$ cat src/design/asrl_ram.sv
// Generic single-write, single-read RAM with registered read data.
module asrl_ram #(
    parameter int WIDTH = 8,
    parameter int DEPTH = 16
) (
    input  logic                     clk,
    input  logic                     we,
    input  logic [$clog2(DEPTH)-1:0] waddr,
    input  logic [WIDTH-1:0]         wdata,
    input  logic [$clog2(DEPTH)-1:0] raddr,
    output logic [WIDTH-1:0]         rdata
);

    logic [WIDTH-1:0] mem [DEPTH];
    logic [WIDTH-1:0] rdata_reg;

    always_ff @(posedge clk)
    begin
        if (we)
        begin
            mem[waddr] <= wdata;
        end
        rdata_reg <= mem[raddr];
    end

    assign rdata = rdata_reg;

endmodule

$ cat config.mk
export PLATFORM = sky130hd
export DESIGN_NAME = asrl_ram
export DESIGN_NICKNAME = d
export VERILOG_FILES = /design/src/design/asrl_ram.sv
export SDC_FILE = /design/constraint.sdc
export NUM_CORES = 1
export LEC_CHECK = 0
export ABC_AREA = 0
export BUFFER_PORTS_ARGS = -buffer_cell sky130_fd_sc_hd__buf_2
export CORE_MARGIN = 8
export CORE_UTILIZATION = 45
export CTS_BUF_LIST = sky130_fd_sc_hd__clkbuf_8
export DETAILED_ROUTE_END_ITERATION = 6
export HOLD_SLACK_MARGIN = 0.15
export PLACE_DENSITY = 0.62
export RECOVER_POWER = 100
export SLEW_MARGIN = 20
export SYNTH_ARGS = -nofsm -noshare
export SYNTH_HDL_FRONTEND = slang
export SYNTH_SLANG_ARGS = --single-unit
$ cat constraint.sdc
create_clock -name clk -period 2.5 [get_ports clk]
set_clock_uncertainty 0.1 [all_clocks]
set_input_delay 0.25 -clock clk [delete_from_list [all_inputs] [get_ports clk]]
set_output_delay 0.25 -clock clk [all_outputs]
set_load 0.01 [all_outputs]
After elaboration in Yosys (flattened, before gate mapping)
Memory sizes are Yosys's and may differ from the RTL's. A register that Yosys moved wholly into a read port is not among the register bits.
Cells that the tools add are included.
{"block": "word_totals", "reg_bits": 0, "n_memories": 1, "word_cells": 3, "mem_bits_rw": 128, "input_bits": 18}
{"block": "classes", "mux": 2}
{"memory": "mem", "words": 16, "width": 8, "rd": 1, "rd_clocked_by_memory_dff": 1, "wr": 1, "line": "14", "rtl": "logic [WIDTH-1:0] mem [DEPTH];"}
{"cell": "$mux 1", "n": 2}

Depth between registers and ports, before layout
{"block": "logic_depth", "ltp_word": 2, "mapped_depth": 5, "depth_no_buf": 3}

Worst setup path after synthesis
No wires, ideal clock.
{"block": "synth_timing", "kind": "input to register", "start": "input port waddr[2]", "end": "memory mem[0][0], enable pin", "n_path_buf": 0, "setup_ns": 0.383, "required_time_ns": 2.017, "arrival_ns": 1.360, "path_stages": 2, "setup_slack_ns": 0.657, "cell_sequence": "or3b_2 > nor3_1"}
{"element": "start: declaration", "line": "8", "rtl": "input logic [$clog2(DEPTH)-1:0] waddr,"}
{"element": "end: declaration", "line": "14"}
No word-level cell before the write port.

==> flow_summary.ini <==
[status]
outcome = complete, no violations

[clock_tree]
postCtsResizedCells = 0
ctsHtreeMaxLevel = 4
latest_clock_arrival_within_the_worst_skew_pair_ps = 420
postCtsSetupRepairBufs = 0
numCtsBuffers = 17
cts_root_buffer = sky130_fd_sc_hd__clkbuf_8
clock_sinks = 136
clock_tree_from_tritoncts = built
post_cts_clock_slew_at_the_launch_and_capture_registers_of_the_worst_setup_and_hold_paths_ps = 80
cts-root-to-sink-buffers = 2

[sta]
timing_worst_slew_pin_value_ps = 826
layout_worst_path_cycle_share = 0.678
timing_max_transition_violations_final = 0
maxSlewHeadroom = 0.449
hold_viol_final = 0
fin_hold_ws_ps = 319
layout_min_cycle_time_ps = 1690
unrepaired_setup_endpoints_after_global_routing = no
fmax_mhz = 590
timing.setup.tns_ps = 0
finalSetupViolations = 0

[drt]
via_count = 2416
drt_wl_total_um = 9800
dr.pass1.iters = 4
route.detailed.drc = 0
dr.first_iter.drc_count = 247
detail-route-antenna-nets = 0
routed_wire_length_per_instance_um = 22.0
route.detailed.vias_per_inst = 5.43

[setup_path]
critical_path_required_ps = 2700
crit-reg2reg-launch = mem[3][7]$_DFFE_PP_
ff2ff_path_depth = 3
critPathMaxFanout = 28
startpoint_type = primary input
kind_of_capture_point_of_the_worst_setup_path = flop
timing.setup.critical_path_class = primary input to flop
ff2ff_setup_slack_ps = 990
timing.rr.end = rdata[7]$_DFF_P_
cp_data_arrival_time_ps = 1890

[global_routing]
wire_length_of_the_first_global_routing_pass_um = 14700
global_route.usage.total = 0.141
grt_max_degree = 33
overflow_after_grt = 0
number_of_antenna_violations_at_the_first_check_in_global_routing = 0
first_global_vias = 2545

[place]
post-dp-hpwl_um = 6080
routability_congestion_estimate = 0.709
buffer_ports.inserted = 25

[final_layout]
multiInputGateArea_sq_mm = 0.00106
num_antenna_cells = 0
area_growth_syn_to_layout_pct = 15.6
post_route_cells_drive_above_1_share = 0.185
fillers = 890
largest_reg_flops = 128
seqCellArea_sq_mm = 0.00400
layout.cells.most_common = sky130_fd_sc_hd__edfxtp_1
mostFrequentLayoutCells = sky130_fd_sc_hd__edfxtp_1, sky130_fd_sc_hd__clkbuf_1, sky130_fd_sc_hd__mux4_2, sky130_fd_sc_hd__clkbuf_8, sky130_fd_sc_hd__a22oi_1
design.final.nets = 307

[worst_hold_path]
worst_hold_startpoint = raddr[2]
timing.hold.worst_endpoint = rdata[1]$_DFF_P_
hold_class = primary input to flop
holdPathStages = 4

[yosys]
synth_top_cells_by_area = sky130_fd_sc_hd__edfxtp_1, sky130_fd_sc_hd__mux4_2, sky130_fd_sc_hd__mux4_1
post-synth-top-area-fraction = 0.747
mappedNetlistArea_sq_mm = 0.00515
synth_fp_nets = 247
ys_ff_latch = 136
synth-warning-count = 0
synth_cell_types = 19
synth_seq_area_share = 0.778
syn_inst = 229
avg_inst_size_synth_sq_um = 22.5
yosys.area.top_type = sky130_fd_sc_hd__edfxtp_1

[job]
max_cap_viols = 0

[power]
net-switching-power_mw = 0.950
total_power_mw = 4.70
max-vdd-ir-drop_mv = 0.316
power.share.switching = 0.202
static-leakage-power_nw = 1.92
power_frac_clock = 0.404
p_per_area_mw_per_mm2 = 790
seq_power_share = 0.545
power.internal_mw = 3.75
part_of_the_power_in_combinational_logic = 0.050

[floorplan]
dieArea_sq_mm = 0.0151
num_io_pins = 26
core_area_sq_mm = 0.0113
initial_utilization = 0.457
die-height_um = 123
die_w_um = 123
floorplan.rows = 39
[final cells by class]
type,count,share of cell area
repair buffers,51,0.0469
clock inverters,14,0.0305
clock buffers,18,0.0416
well taps,143,0.0301
flip-flops and latches,136,0.673
multi-input cells,83,0.178
[worst max path at each step]
stage | startpoint | endpoint
after global placement | raddr[0] | rdata[7]$_DFF_P_
final | raddr[0] | rdata[7]$_DFF_P_
after CTS | mem[3][7]$_DFFE_PP_ | rdata[7]$_DFF_P_
after global routing | raddr[0] | rdata[7]$_DFF_P_
after detailed placement | raddr[0] | rdata[7]$_DFF_P_
after floorplan | waddr[2] | mem[0][0]$_DFFE_PP_
[worst max-delay path, cell delays in order]
cell and delay [ps]:
sky130_fd_sc_hd__clkbuf_1 340, sky130_fd_sc_hd__buf_12 300, sky130_fd_sc_hd__mux4_2 530, sky130_fd_sc_hd__a22oi_1 360, sky130_fd_sc_hd__nand2_1 100
[synth_stat cells]
| library cell | number |
|---|---|
| sky130_fd_sc_hd__nor2_1 | 13 |
| sky130_fd_sc_hd__buf_4 | 1 |
| sky130_fd_sc_hd__nand2b_1 | 2 |
| sky130_fd_sc_hd__buf_2 | 3 |
| sky130_fd_sc_hd__clkdlybuf4s25_2 | 3 |
| sky130_fd_sc_hd__mux4_1 | 14 |
| sky130_fd_sc_hd__mux4_2 | 18 |
| sky130_fd_sc_hd__a22oi_1 | 16 |
| sky130_fd_sc_hd__edfxtp_1 | 128 |
| sky130_fd_sc_hd__dfxtp_1 | 8 |
| sky130_fd_sc_hd__buf_6 | 3 |
| sky130_fd_sc_hd__nor2b_1 | 1 |
| sky130_fd_sc_hd__and2_1 | 1 |
| sky130_fd_sc_hd__nand3b_1 | 2 |
| sky130_fd_sc_hd__or3b_2 | 1 |
| sky130_fd_sc_hd__nor3_1 | 4 |
| sky130_fd_sc_hd__and2b_1 | 1 |
| sky130_fd_sc_hd__nand3_1 | 1 |
| sky130_fd_sc_hd__nand2_1 | 9 |
[timing repair]
item	CTS	global route
endpoints found under the setup margin	0	0
hold buffers	8	0
endpoints found under the hold margin	128	0
[cells by family after synthesis]
kind of cell,after synthesis,synth area share
AO/OA/AOI/OAI,16,0.0233
multiplexers,32,0.150
flip-flops,136,0.778
AND/OR/NAND/NOR,35,0.0318
buffers and inverters,10,0.0168
[power by group through the flow]
stage               clock [mW]  sequential, mW  combinational, mW
floorplan                    0            2.61              0.129
global placement             0            2.61              0.241
detailed placement           0            2.61              0.243
CTS                       1.94            2.56              0.253
global route              2.03            2.57              0.258
finish                    1.90            2.56              0.237
[per-stage QoR]
| stage | utilization | instance area (sq um) | setup slack, ps | std cells |
|---|---|---|---|---|
| finish | 0.528 | 5950 | 805 | 445 |
| global route | 0.528 | 5950 | 706 | 445 |
| CTS | 0.535 | 6030 | 956 | 445 |
| detailed placement | 0.490 | 5530 | 515 | 405 |
| global placement | 0.490 | 5530 | 526 | 405 |
| floorplan | - | 5150 | 657 | 229 |
[layer usage]
metal / vias up / track usage / share of wire
met5: - / 0 / 0
met4: 0 / 0.0617 / 0.0094
met3: 6 / 0.0443 / 0.076
met2: 83 / 0.222 / 0.49
met1: 1236 / 0.179 / 0.43
li1: 1091 / - / -
Power figures use the tool's default switching activity.
