**src/design/asrl_pkg.sv**
```systemverilog
// Shared types, constants and codes for the address symbol range lookup block.
package asrl_pkg;

    localparam int TABLE_ENTRIES = 256;
    localparam int ID_BITS       = 16;
    localparam int IDX_W         = $clog2(TABLE_ENTRIES);
    localparam int CNT_W         = $clog2(TABLE_ENTRIES + 1);
    localparam int RAM_DEPTH     = 2 * TABLE_ENTRIES;
    localparam int RAM_AW        = IDX_W + 1;
    localparam logic [31:0] REACH_RESET = 32'h0000_1000;

    typedef enum logic [1:0] {
        OP_LOOKUP   = 2'd0,
        OP_INS_MAIN = 2'd1,
        OP_INS_OVL  = 2'd2,
        OP_CLEAR    = 2'd3
    } op_t;

    typedef enum logic [1:0] {
        ST_MATCH = 2'd0,
        ST_MISS  = 2'd1,
        ST_DONE  = 2'd2,
        ST_FULL  = 2'd3
    } status_t;

    typedef enum logic {
        REG_OVERLAY_BASE  = 1'b0,
        REG_UNSIZED_REACH = 1'b1
    } cfg_reg_t;

    typedef struct packed {
        logic [1:0]  operation;
        logic [31:0] address;
        logic [31:0] entry_size;
        logic [15:0] entry_id;
    } request_t;

    typedef struct packed {
        logic [1:0]  status;
        logic        from_overlay;
        logic [15:0] match_id;
        logic [31:0] match_offset;
    } response_t;

    typedef struct packed {
        logic [31:0] overlay_text_base;
        logic [31:0] unsized_reach;
    } cfg_t;

    typedef struct packed {
        logic [31:0]        start;
        logic [31:0]        length;
        logic [ID_BITS-1:0] ident;
    } entry_t;

    localparam int ENTRY_W = $bits(entry_t);

    typedef struct packed {
        logic          le;
        logic          hit;
        logic [31:0]   delta;
    } cmp_res_t;

endpackage

```
**src/design/asrl_cmp.sv**
```systemverilog
// Shared compare unit: start against key, and end check (sized) or reach check (unsized) of one table entry.
module asrl_cmp import asrl_pkg::*; (
    input  entry_t      entry,
    input  logic [31:0] key,
    input  logic [31:0] reach,
    output cmp_res_t    res
);

    logic [32:0] end_sum;

    always_comb
    begin
        end_sum   = {1'b0, entry.start} + {1'b0, entry.length};
        res.le    = (entry.start <= key);
        res.delta = key - entry.start;
        if (entry.length != 32'd0)
        begin
            res.hit = ({1'b0, key} < end_sum);
        end
        else
        begin
            res.hit = (res.delta <= reach);
        end
    end

endmodule

```
**src/design/asrl_seq.sv**
```systemverilog
// Sequencer: binary search, entry shifting, table counts and result register.
module asrl_seq import asrl_pkg::*; (
    input  logic                 clk,
    input  logic                 rst_n,
    input  logic                 start,
    input  request_t             request,
    input  cfg_t                 cfg,
    output logic                 busy,
    output logic                 done,
    output response_t            response,
    output logic                 ram_we,
    output logic [RAM_AW-1:0]    ram_waddr,
    output entry_t               ram_wdata,
    output logic [RAM_AW-1:0]    ram_raddr,
    input  entry_t               ram_rdata
);

    typedef enum logic [6:0] {
        S_IDLE    = 7'b000_0001,
        S_SRCH    = 7'b000_0010,
        S_CMP     = 7'b000_0100,
        S_CHECK   = 7'b000_1000,
        S_OVL     = 7'b001_0000,
        S_MOVE_RD = 7'b010_0000,
        S_MOVE_WR = 7'b100_0000
    } state_t;

    localparam logic [CNT_W-1:0] FULL_CNT = CNT_W'(TABLE_ENTRIES);

    state_t            state_reg, state_next;
    logic              place_reg, place_next;
    logic              tbl_reg, tbl_next;
    logic [1:0]        op_reg, op_next;
    logic [31:0]       addr_reg, addr_next;
    logic [31:0]       key_reg, key_next;
    logic [31:0]       size_reg, size_next;
    logic [15:0]       id_reg, id_next;
    logic [CNT_W-1:0]  lo_reg, lo_next;
    logic [CNT_W-1:0]  hi_reg, hi_next;
    logic [CNT_W-1:0]  mid_reg, mid_next;
    logic [CNT_W-1:0]  j_reg, j_next;
    logic [CNT_W-1:0]  cnt_main_reg, cnt_main_next;
    logic [CNT_W-1:0]  cnt_ovl_reg, cnt_ovl_next;
    response_t         result_reg, result_next;
    logic              done_reg, done_next;

    logic [CNT_W:0]    mid_sum;
    logic [CNT_W-1:0]  mid_val;
    logic [CNT_W-1:0]  lo_dec;
    logic [CNT_W-1:0]  j_dec;
    cmp_res_t          cmp;

    asrl_cmp u_cmp (
        .entry (ram_rdata),
        .key   (key_reg),
        .reach (cfg.unsized_reach),
        .res   (cmp)
    );

    assign mid_sum = {1'b0, lo_reg} + {1'b0, hi_reg};
    assign mid_val = mid_sum[CNT_W:1];
    assign lo_dec  = lo_reg - 1'b1;
    assign j_dec   = j_reg - 1'b1;

    always_comb
    begin
        state_next    = state_reg;
        place_next    = 1'b0;
        tbl_next      = tbl_reg;
        op_next       = op_reg;
        addr_next     = addr_reg;
        key_next      = key_reg;
        size_next     = size_reg;
        id_next       = id_reg;
        lo_next       = lo_reg;
        hi_next       = hi_reg;
        mid_next      = mid_reg;
        j_next        = j_reg;
        cnt_main_next = cnt_main_reg;
        cnt_ovl_next  = cnt_ovl_reg;
        result_next   = result_reg;
        done_next     = 1'b0;
        ram_we        = 1'b0;
        ram_waddr     = {tbl_reg, j_reg[IDX_W-1:0]};
        ram_wdata     = ram_rdata;
        ram_raddr     = {tbl_reg, mid_val[IDX_W-1:0]};

        if (place_reg)
        begin
            ram_we          = 1'b1;
            ram_waddr       = {tbl_reg, lo_reg[IDX_W-1:0]};
            ram_wdata.start  = key_reg;
            ram_wdata.length = size_reg;
            ram_wdata.ident  = ID_BITS'(id_reg);
            if (tbl_reg)
            begin
                cnt_ovl_next = cnt_ovl_reg + 1'b1;
            end
            else
            begin
                cnt_main_next = cnt_main_reg + 1'b1;
            end
            result_next = '{status: ST_DONE, from_overlay: 1'b0,
                            match_id: 16'd0, match_offset: 32'd0};
            done_next   = 1'b1;
        end

        case (state_reg)
            S_IDLE:
            begin
                if (start && !place_reg)
                begin
                    op_next   = request.operation;
                    addr_next = request.address;
                    key_next  = request.address;
                    size_next = request.entry_size;
                    id_next   = request.entry_id;
                    lo_next   = '0;
                    case (request.operation)
                        OP_LOOKUP:
                        begin
                            tbl_next = 1'b0;
                            hi_next  = cnt_main_reg;
                            if (request.address == 32'd0)
                            begin
                                result_next = '{status: ST_MISS, from_overlay: 1'b0,
                                                match_id: 16'd0, match_offset: 32'd0};
                                done_next   = 1'b1;
                            end
                            else
                            begin
                                state_next = S_SRCH;
                            end
                        end
                        OP_INS_MAIN, OP_INS_OVL:
                        begin
                            tbl_next = (request.operation == OP_INS_OVL);
                            hi_next  = (request.operation == OP_INS_OVL) ?
                                       cnt_ovl_reg : cnt_main_reg;
                            if (hi_next == FULL_CNT)
                            begin
                                result_next = '{status: ST_FULL, from_overlay: 1'b0,
                                                match_id: 16'd0, match_offset: 32'd0};
                                done_next   = 1'b1;
                            end
                            else
                            begin
                                state_next = S_SRCH;
                            end
                        end
                        default:
                        begin
                            cnt_main_next = '0;
                            cnt_ovl_next  = '0;
                            result_next   = '{status: ST_DONE, from_overlay: 1'b0,
                                              match_id: 16'd0, match_offset: 32'd0};
                            done_next     = 1'b1;
                        end
                    endcase
                end
            end
            S_SRCH:
            begin
                if (lo_reg < hi_reg)
                begin
                    mid_next   = mid_val;
                    state_next = S_CMP;
                end
                else if (op_reg == OP_LOOKUP)
                begin
                    if (lo_reg == '0)
                    begin
                        state_next = tbl_reg ? S_IDLE : S_OVL;
                        if (tbl_reg)
                        begin
                            result_next = '{status: ST_MISS, from_overlay: 1'b0,
                                            match_id: 16'd0, match_offset: 32'd0};
                            done_next   = 1'b1;
                        end
                    end
                    else
                    begin
                        ram_raddr  = {tbl_reg, lo_dec[IDX_W-1:0]};
                        state_next = S_CHECK;
                    end
                end
                else
                begin
                    j_next = tbl_reg ? cnt_ovl_reg : cnt_main_reg;
                    if (j_next > lo_reg)
                    begin
                        state_next = S_MOVE_RD;
                    end
                    else
                    begin
                        place_next = 1'b1;
                        state_next = S_IDLE;
                    end
                end
            end
            S_CMP:
            begin
                if (cmp.le)
                begin
                    lo_next = mid_reg + 1'b1;
                end
                else
                begin
                    hi_next = mid_reg;
                end
                state_next = S_SRCH;
            end
            S_CHECK:
            begin
                if (cmp.hit)
                begin
                    result_next = '{status: ST_MATCH, from_overlay: tbl_reg,
                                    match_id: 16'(ram_rdata.ident),
                                    match_offset: cmp.delta};
                    done_next   = 1'b1;
                    state_next  = S_IDLE;
                end
                else if (tbl_reg)
                begin
                    result_next = '{status: ST_MISS, from_overlay: 1'b0,
                                    match_id: 16'd0, match_offset: 32'd0};
                    done_next   = 1'b1;
                    state_next  = S_IDLE;
                end
                else
                begin
                    state_next = S_OVL;
                end
            end
            S_OVL:
            begin
                if (cfg.overlay_text_base != 32'd0 && addr_reg >= cfg.overlay_text_base)
                begin
                    tbl_next   = 1'b1;
                    key_next   = addr_reg - cfg.overlay_text_base;
                    lo_next    = '0;
                    hi_next    = cnt_ovl_reg;
                    state_next = S_SRCH;
                end
                else
                begin
                    result_next = '{status: ST_MISS, from_overlay: 1'b0,
                                    match_id: 16'd0, match_offset: 32'd0};
                    done_next   = 1'b1;
                    state_next  = S_IDLE;
                end
            end
            S_MOVE_RD:
            begin
                ram_raddr  = {tbl_reg, j_dec[IDX_W-1:0]};
                state_next = S_MOVE_WR;
            end
            S_MOVE_WR:
            begin
                ram_we    = 1'b1;
                ram_waddr = {tbl_reg, j_reg[IDX_W-1:0]};
                ram_wdata = ram_rdata;
                j_next    = j_dec;
                if (j_dec > lo_reg)
                begin
                    state_next = S_MOVE_RD;
                end
                else
                begin
                    place_next = 1'b1;
                    state_next = S_IDLE;
                end
            end
            default:
            begin
                state_next = S_IDLE;
            end
        endcase
    end

    always_ff @(posedge clk or negedge rst_n)
    begin
        if (!rst_n)
        begin
            state_reg    <= S_IDLE;
            place_reg    <= 1'b0;
            cnt_main_reg <= '0;
            cnt_ovl_reg  <= '0;
            done_reg     <= 1'b0;
        end
        else
        begin
            state_reg    <= state_next;
            place_reg    <= place_next;
            cnt_main_reg <= cnt_main_next;
            cnt_ovl_reg  <= cnt_ovl_next;
            done_reg     <= done_next;
        end
    end

    always_ff @(posedge clk)
    begin
        tbl_reg    <= tbl_next;
        op_reg     <= op_next;
        addr_reg   <= addr_next;
        key_reg    <= key_next;
        size_reg   <= size_next;
        id_reg     <= id_next;
        lo_reg     <= lo_next;
        hi_reg     <= hi_next;
        mid_reg    <= mid_next;
        j_reg      <= j_next;
        result_reg <= result_next;
    end

    assign busy     = (state_reg != S_IDLE) || place_reg;
    assign done     = done_reg;
    assign response = result_reg;

endmodule

```
**config.mk**
```make
export PLATFORM = sky130hd
export DESIGN_NAME = asrl_seq
export DESIGN_NICKNAME = d
export VERILOG_FILES = /design/src/design/asrl_pkg.sv /design/src/design/asrl_cmp.sv /design/src/design/asrl_seq.sv
export SDC_FILE = /design/constraint.sdc
export NUM_CORES = 1
export LEC_CHECK = 0
export ABC_AREA = 1
export BUFFER_PORTS_ARGS = -buffer_cell sky130_fd_sc_hd__buf_2
export CAP_MARGIN = 20
export CORE_MARGIN = 2
export CORE_UTILIZATION = 50
export DETAILED_ROUTE_END_ITERATION = 6
export PLACE_DENSITY = 0.73
export SYNTH_ARGS = -nofsm -noshare
export SYNTH_HDL_FRONTEND = slang
export SYNTH_SLANG_ARGS = --single-unit
```
**constraint.sdc**
```tcl
create_clock -name clk -period 5.6 [get_ports clk]
set_input_delay 0.84 -clock clk [delete_from_list [all_inputs] [get_ports clk]]
set_output_delay 0.84 -clock clk [all_outputs]
set_load 0.02 [all_outputs]
```
; ---- Word-level counts from Yosys, hierarchy flattened
; Index checks and enable logic that the tools add are counted.
[word_totals]
input_bits = 229
n_memories = 0
ram_bits = 0
register_bits = 229
latch_bits = 0
out_inout_bits = 152
rom_bits = 0
[op_classes]
n_eq_ne = 20
n_mux = 83
bitwise_logic = 0
shifts = 0
n_reduce_logical = 23
order_cmp = 7
mul = 0
div_mod_pow = 0
n_addsub = 9
[op_table]
columns = cell, n
row1 = two-way mux 51 bit, 10
row2 = one-hot mux 51 bit (4 select lines), 1
row3 = two-way mux 9 bit, 20
row4 = two-way mux 80 bit, 2
row5 = one-hot mux 51 bit (2 select lines), 1
row6 = <= comparator 32 bit, 2
row7 = two-way mux 32 bit, 2
row8 = one-hot mux 32 bit (2 select lines), 1
row9 = nonzero test 32 bit, 2
row10 = subtractor 32 bit, 2
row11 = one-hot mux 9 bit (3 select lines), 2
row12 = one-hot mux 7 bit (7 select lines), 1
row13 = two-way mux 8 bit, 5
row14 = one-hot mux 9 bit (2 select lines), 2
row15 = two-way mux 7 bit, 5
row16 = adder 32 x 32 -> 33 bit, 1
row17 = < comparator 32 x 33 -> 1 bit, 1
row18 = greater-or-equal comparator 32 bit, 1
row19 = logical NOT 32 bit, 1
row20 = adder 9 x 1 -> 9 bit (second input constant), 3
row21 = > comparator 9 bit, 2
row22 = two-way mux 1 bit, 18
row23 = one-hot mux 8 bit (2 select lines), 1
row24 = two-way mux 5 bit, 3
row25 = other kinds (36), 53

; ---- Logic depth before layout (Yosys ltp)
[depth]
ltp_word = 7
mapped_depth = 32

; ---- By module
; Synthesis repeated with hierarchy kept, for this count alone.
[unflattened]
hier_cells = 2678
hier_area_um2 = 19757.7
[by_module_without_submodules]
columns = mod, area_each_um2, instances, seq_area_each_um2, cells_each
row1 = asrl_seq, 14361.3, 1, 6232.2, 1790
row2 = asrl_cmp, 5396.4, 1, 0.0, 888

; ---- Least setup slack after synthesis
; OpenSTA, ideal clock, no wires.
[synth_timing]
path_kind = reg2reg
from = register state_reg[5]
to = register cnt_main_reg[6]
path_stages_with_launch = 14
required_time_ns = 5.486
n_path_buf = 1
period_less_slack_ns = 4.532
arrival_ns = 4.418
setup_ns = 0.114
slack_ns = 1.068
path_cell_list = dfrtp_1 nor2_1 inv_1 nor2_2 nand4_1 nor2_1 inv_1 nor2_2 inv_1 nor2_2 inv_1 buf_2 nand3_1 inv_1
[synth_via]
elab_chain_cells = 2
[synth_lines]
columns = element, line
row1 = start: declaration, asrl_seq.sv:30  ; state_t state_reg, state_next;
row2 = start signal: assignment, asrl_seq.sv:293  ; state_reg <= state_next;
row3 = equality test 7 x 1 -> 1 bit, asrl_seq.sv:108  ; case (state_reg)
row4 = two-way mux 9 bit, asrl_seq.sv:108
row5 = via cnt_main_next[6], asrl_seq.sv:42  ; logic [CNT_W-1:0] cnt_main_reg, cnt_main_next;
row6 = end signal: assignment, asrl_seq.sv:295  ; cnt_main_reg <= cnt_main_next;
row7 = end: declaration, asrl_seq.sv:42
; The timed path passes the listed nets, and every way through them passes these cells.
; A chain may end at the register's enable or synchronous reset.

==> metrics.txt <==
register bit total from synthesis 229; Mapped Cells 2,780; Hold Crit Class primary input to async pin; Sw Share 0.4996; clk_skew 18.46 ps; number of warnings issued by yosys 0; Slew @ Worst Pin 1099 ps; mux contribution to synthesized area 0.01397; Initial DRC Count 2,074; WHS 286.8 ps; input/output buffers 380; post-synthesis simple-gate area fraction 0.2464; worst path arrival time 5500 ps; CP max stage cell o21ai_0; met2 usage 0.5475; share of layout cells above drive strength 1 0.1699; cts hold-fix bufs 0; top-level I/O count 381; DR pass1 iterations 6; Worst Path Max Fanout 18; busiest layer in global routing met2; # Max-Cap Violations 0; most frequent cell after synthesis nand2_1; P_int 5647 uW; Fill cells 3,799; largest family of logic cells by synthesized area simple AND/OR/NAND/NOR gates; Clk network pwr share 0.166; final period utilization 0.8870; routed len/inst 19.61 um; outcome completed; Sum Neg Setup Slack 0 ps; Final Hold Fails 0; Worst setup SP type primary input; max reg flops 51; crit path buf inv count 5; number of global-route vias before repair 19,860; CP Class primary input to flop; worst-skew pair later-pin latency 580 ps; RSZ-0062 raised after global routing no; register area share after synthesis 0.3094; top post-synthesis cells by count 557 x nand2_1, 440 x inv_1, 285 x nor2_1; Max Freq 201.3 MHz; Clock H-tree levels 1; part of the power in registers 0.254; initial antenna violation count 2; GRT Util Overall 0.3382; CTS tree built; async set-reset flop share out of synthesis 0.1179; gp weighted congestion 0.9998; via count 20,990; Initial Util 0.5070; post-synthesis xor/xnor area fraction 0.04435; pwr dens 479.0 nW/um^2; cts repair resizes 0; GRT overflow 0; overall power 11,290 uW; first-pass GRT wire length 110.5 mm; Layout Nets 3,579; Synth Flop Type edfxtp_1; Logic pwr share 0.580; Max Slew Vio Count 0; # clock sinks 229; met1 global-route usage 0.4602; average cell area after synthesis 7.247 um^2; Die Ht 204.7 um; Routed Antenna Nets 0; critical path required time 6130 ps; Synth Net Count 3,214; Min Clock Period, post-route 4967 ps; Clock Tree Root clkbuf_16; total net switching power 5639 uW; leakage 0.01190 uW; number of flops mapped to enable cells by yosys 151; dpl cell area 22,620 um^2; die area 41,910 um^2; area delta synth->final 16.96%; Worst Setup End Kind flop; met3 Resource Use GR 0.04359; Die W 204.7 um; number of remaining DRC errors 0; Post-CTS Repair Setup Buffers 0; Synth top area share 0.2251; pin count of the biggest net entering global routing 70; max_slew headroom 0.2674; CTS Buffer Depth 3; TritonCTS Buffers 27; synthesized area 20,150 um^2; top area cells in the synthesized netlist edfxtp_1 23%, ha_1 12%, nand2_1 10%; Synth area leader edfxtp_1; floorplan core area 39,730 um^2; Rows 73; crit-path leading delay family simple AND/OR/NAND/NOR gates; Netlist cell types 66; Max stage delay on crit path 500 ps; drt total wl 72.40 mm; Compound-Gate Fraction of Synth Area 0.1569; # setup viols final 0; CP dominant cell by count nand2_1; Post-Synth Adder-Cell Area 0.1288; cell area after layout 23,560 um^2; Reg clk slew, reported paths 70 ps; VDD IR max 0.4976 mV; Final HPWL DP 58.30 mm; Via density 5.682
[final timing paths]
kind | startpoint | endpoint | slack, ps | depth (start not counted)
setup reg to reg | key_reg[0] | response[33] | 670 | 28
setup / recovery | ram_rdata[48] | response[33] | 630 | 28
max in group asynchronous | rst_n | cnt_ovl_reg[2] | 4860 | 1
min in group clk | request[2] | id_reg[2] | 430 | 1
hold / removal | rst_n | cnt_main_reg[4] | 290 | 1
hold reg to reg | response[25] | response[25] | 490 | 2
[routing by layer]
layer,wire (um),share of wire,up-vias
li1,-,-,10010
met1,30860,0.43,9840
met2,32660,0.45,993
met3,6154,0.085,141
met4,2715,0.037,2
met5,11,0.00015,-
[power groups by stage]
stage	combinational (uW)	sequential, uW	clock [uW]
2_1_floorplan	4360	2830	0
3_3_place_gp	6270	2860	0
3_5_place_dp	6410	2870	0
4_1_cts	6450	2840	1900
5_1_grt	7250	2890	1960
6_report	6540	2860	1880
[area by class of cell]
cell class	instances	area [um^2]	area share
antenna	2	5.005	0.0002124
clock buffer	34	764.5	0.03244
clock inverter	16	168.9	0.007169
inverter	449	1688	0.07163
multi-input combinational	2030	11910	0.5055
sequential	229	6232	0.2645
tap	525	656.9	0.02788
timing repair buffer	408	2137	0.09070
[kinds of logic after synthesis]
group / Yosys count
and+or+nand+nor: 1137
AOI/OAI and AO/OA: 561
buffers and inverters: 521
DFF: 229
adders and majority gates: 205
xor gates and xnor gates: 102
muxes: 25
[worst reg2reg max path, delay by kind of cell (launching register included)]
family / cells / cell delay [ps]
buffers and inverters: 5 / 640
adders and majority gates: 3 / 930
and+or+nand+nor: 16 / 1860
AOI/OAI and AO/OA: 4 / 1110
DFF: 1 / 320
[metrics by stage]
stage                     instances  setup WS [ps]  utilization
after CTS                      3691          795.2       0.5929
final                          3693          632.9       0.5930
after global routing           3692          273.6       0.5930
after floorplan                2780           1068            -
after detailed placement       3641          203.7       0.5694
after global placement         3641          241.8       0.5694
[layout by cell type, fill, tap and decap left out, types with 38 or more instances in the layout]
| master | Yosys | final |
|---|---|---|
| a21oi_1 | 257 | 257 |
| buf_2 | 12 | 380 |
| dfxtp_1 | 51 | 51 |
| edfxtp_1 | 151 | 151 |
| ha_1 | 201 | 201 |
| inv_1 | 440 | 440 |
| nand2_1 | 557 | 556 |
| nand3_1 | 151 | 151 |
| nand4_1 | 38 | 38 |
| nor2_1 | 285 | 284 |
| o21ai_0 | 168 | 167 |
| xor2_1 | 66 | 66 |
No activity file was read; power rests on OpenSTA's default activity.
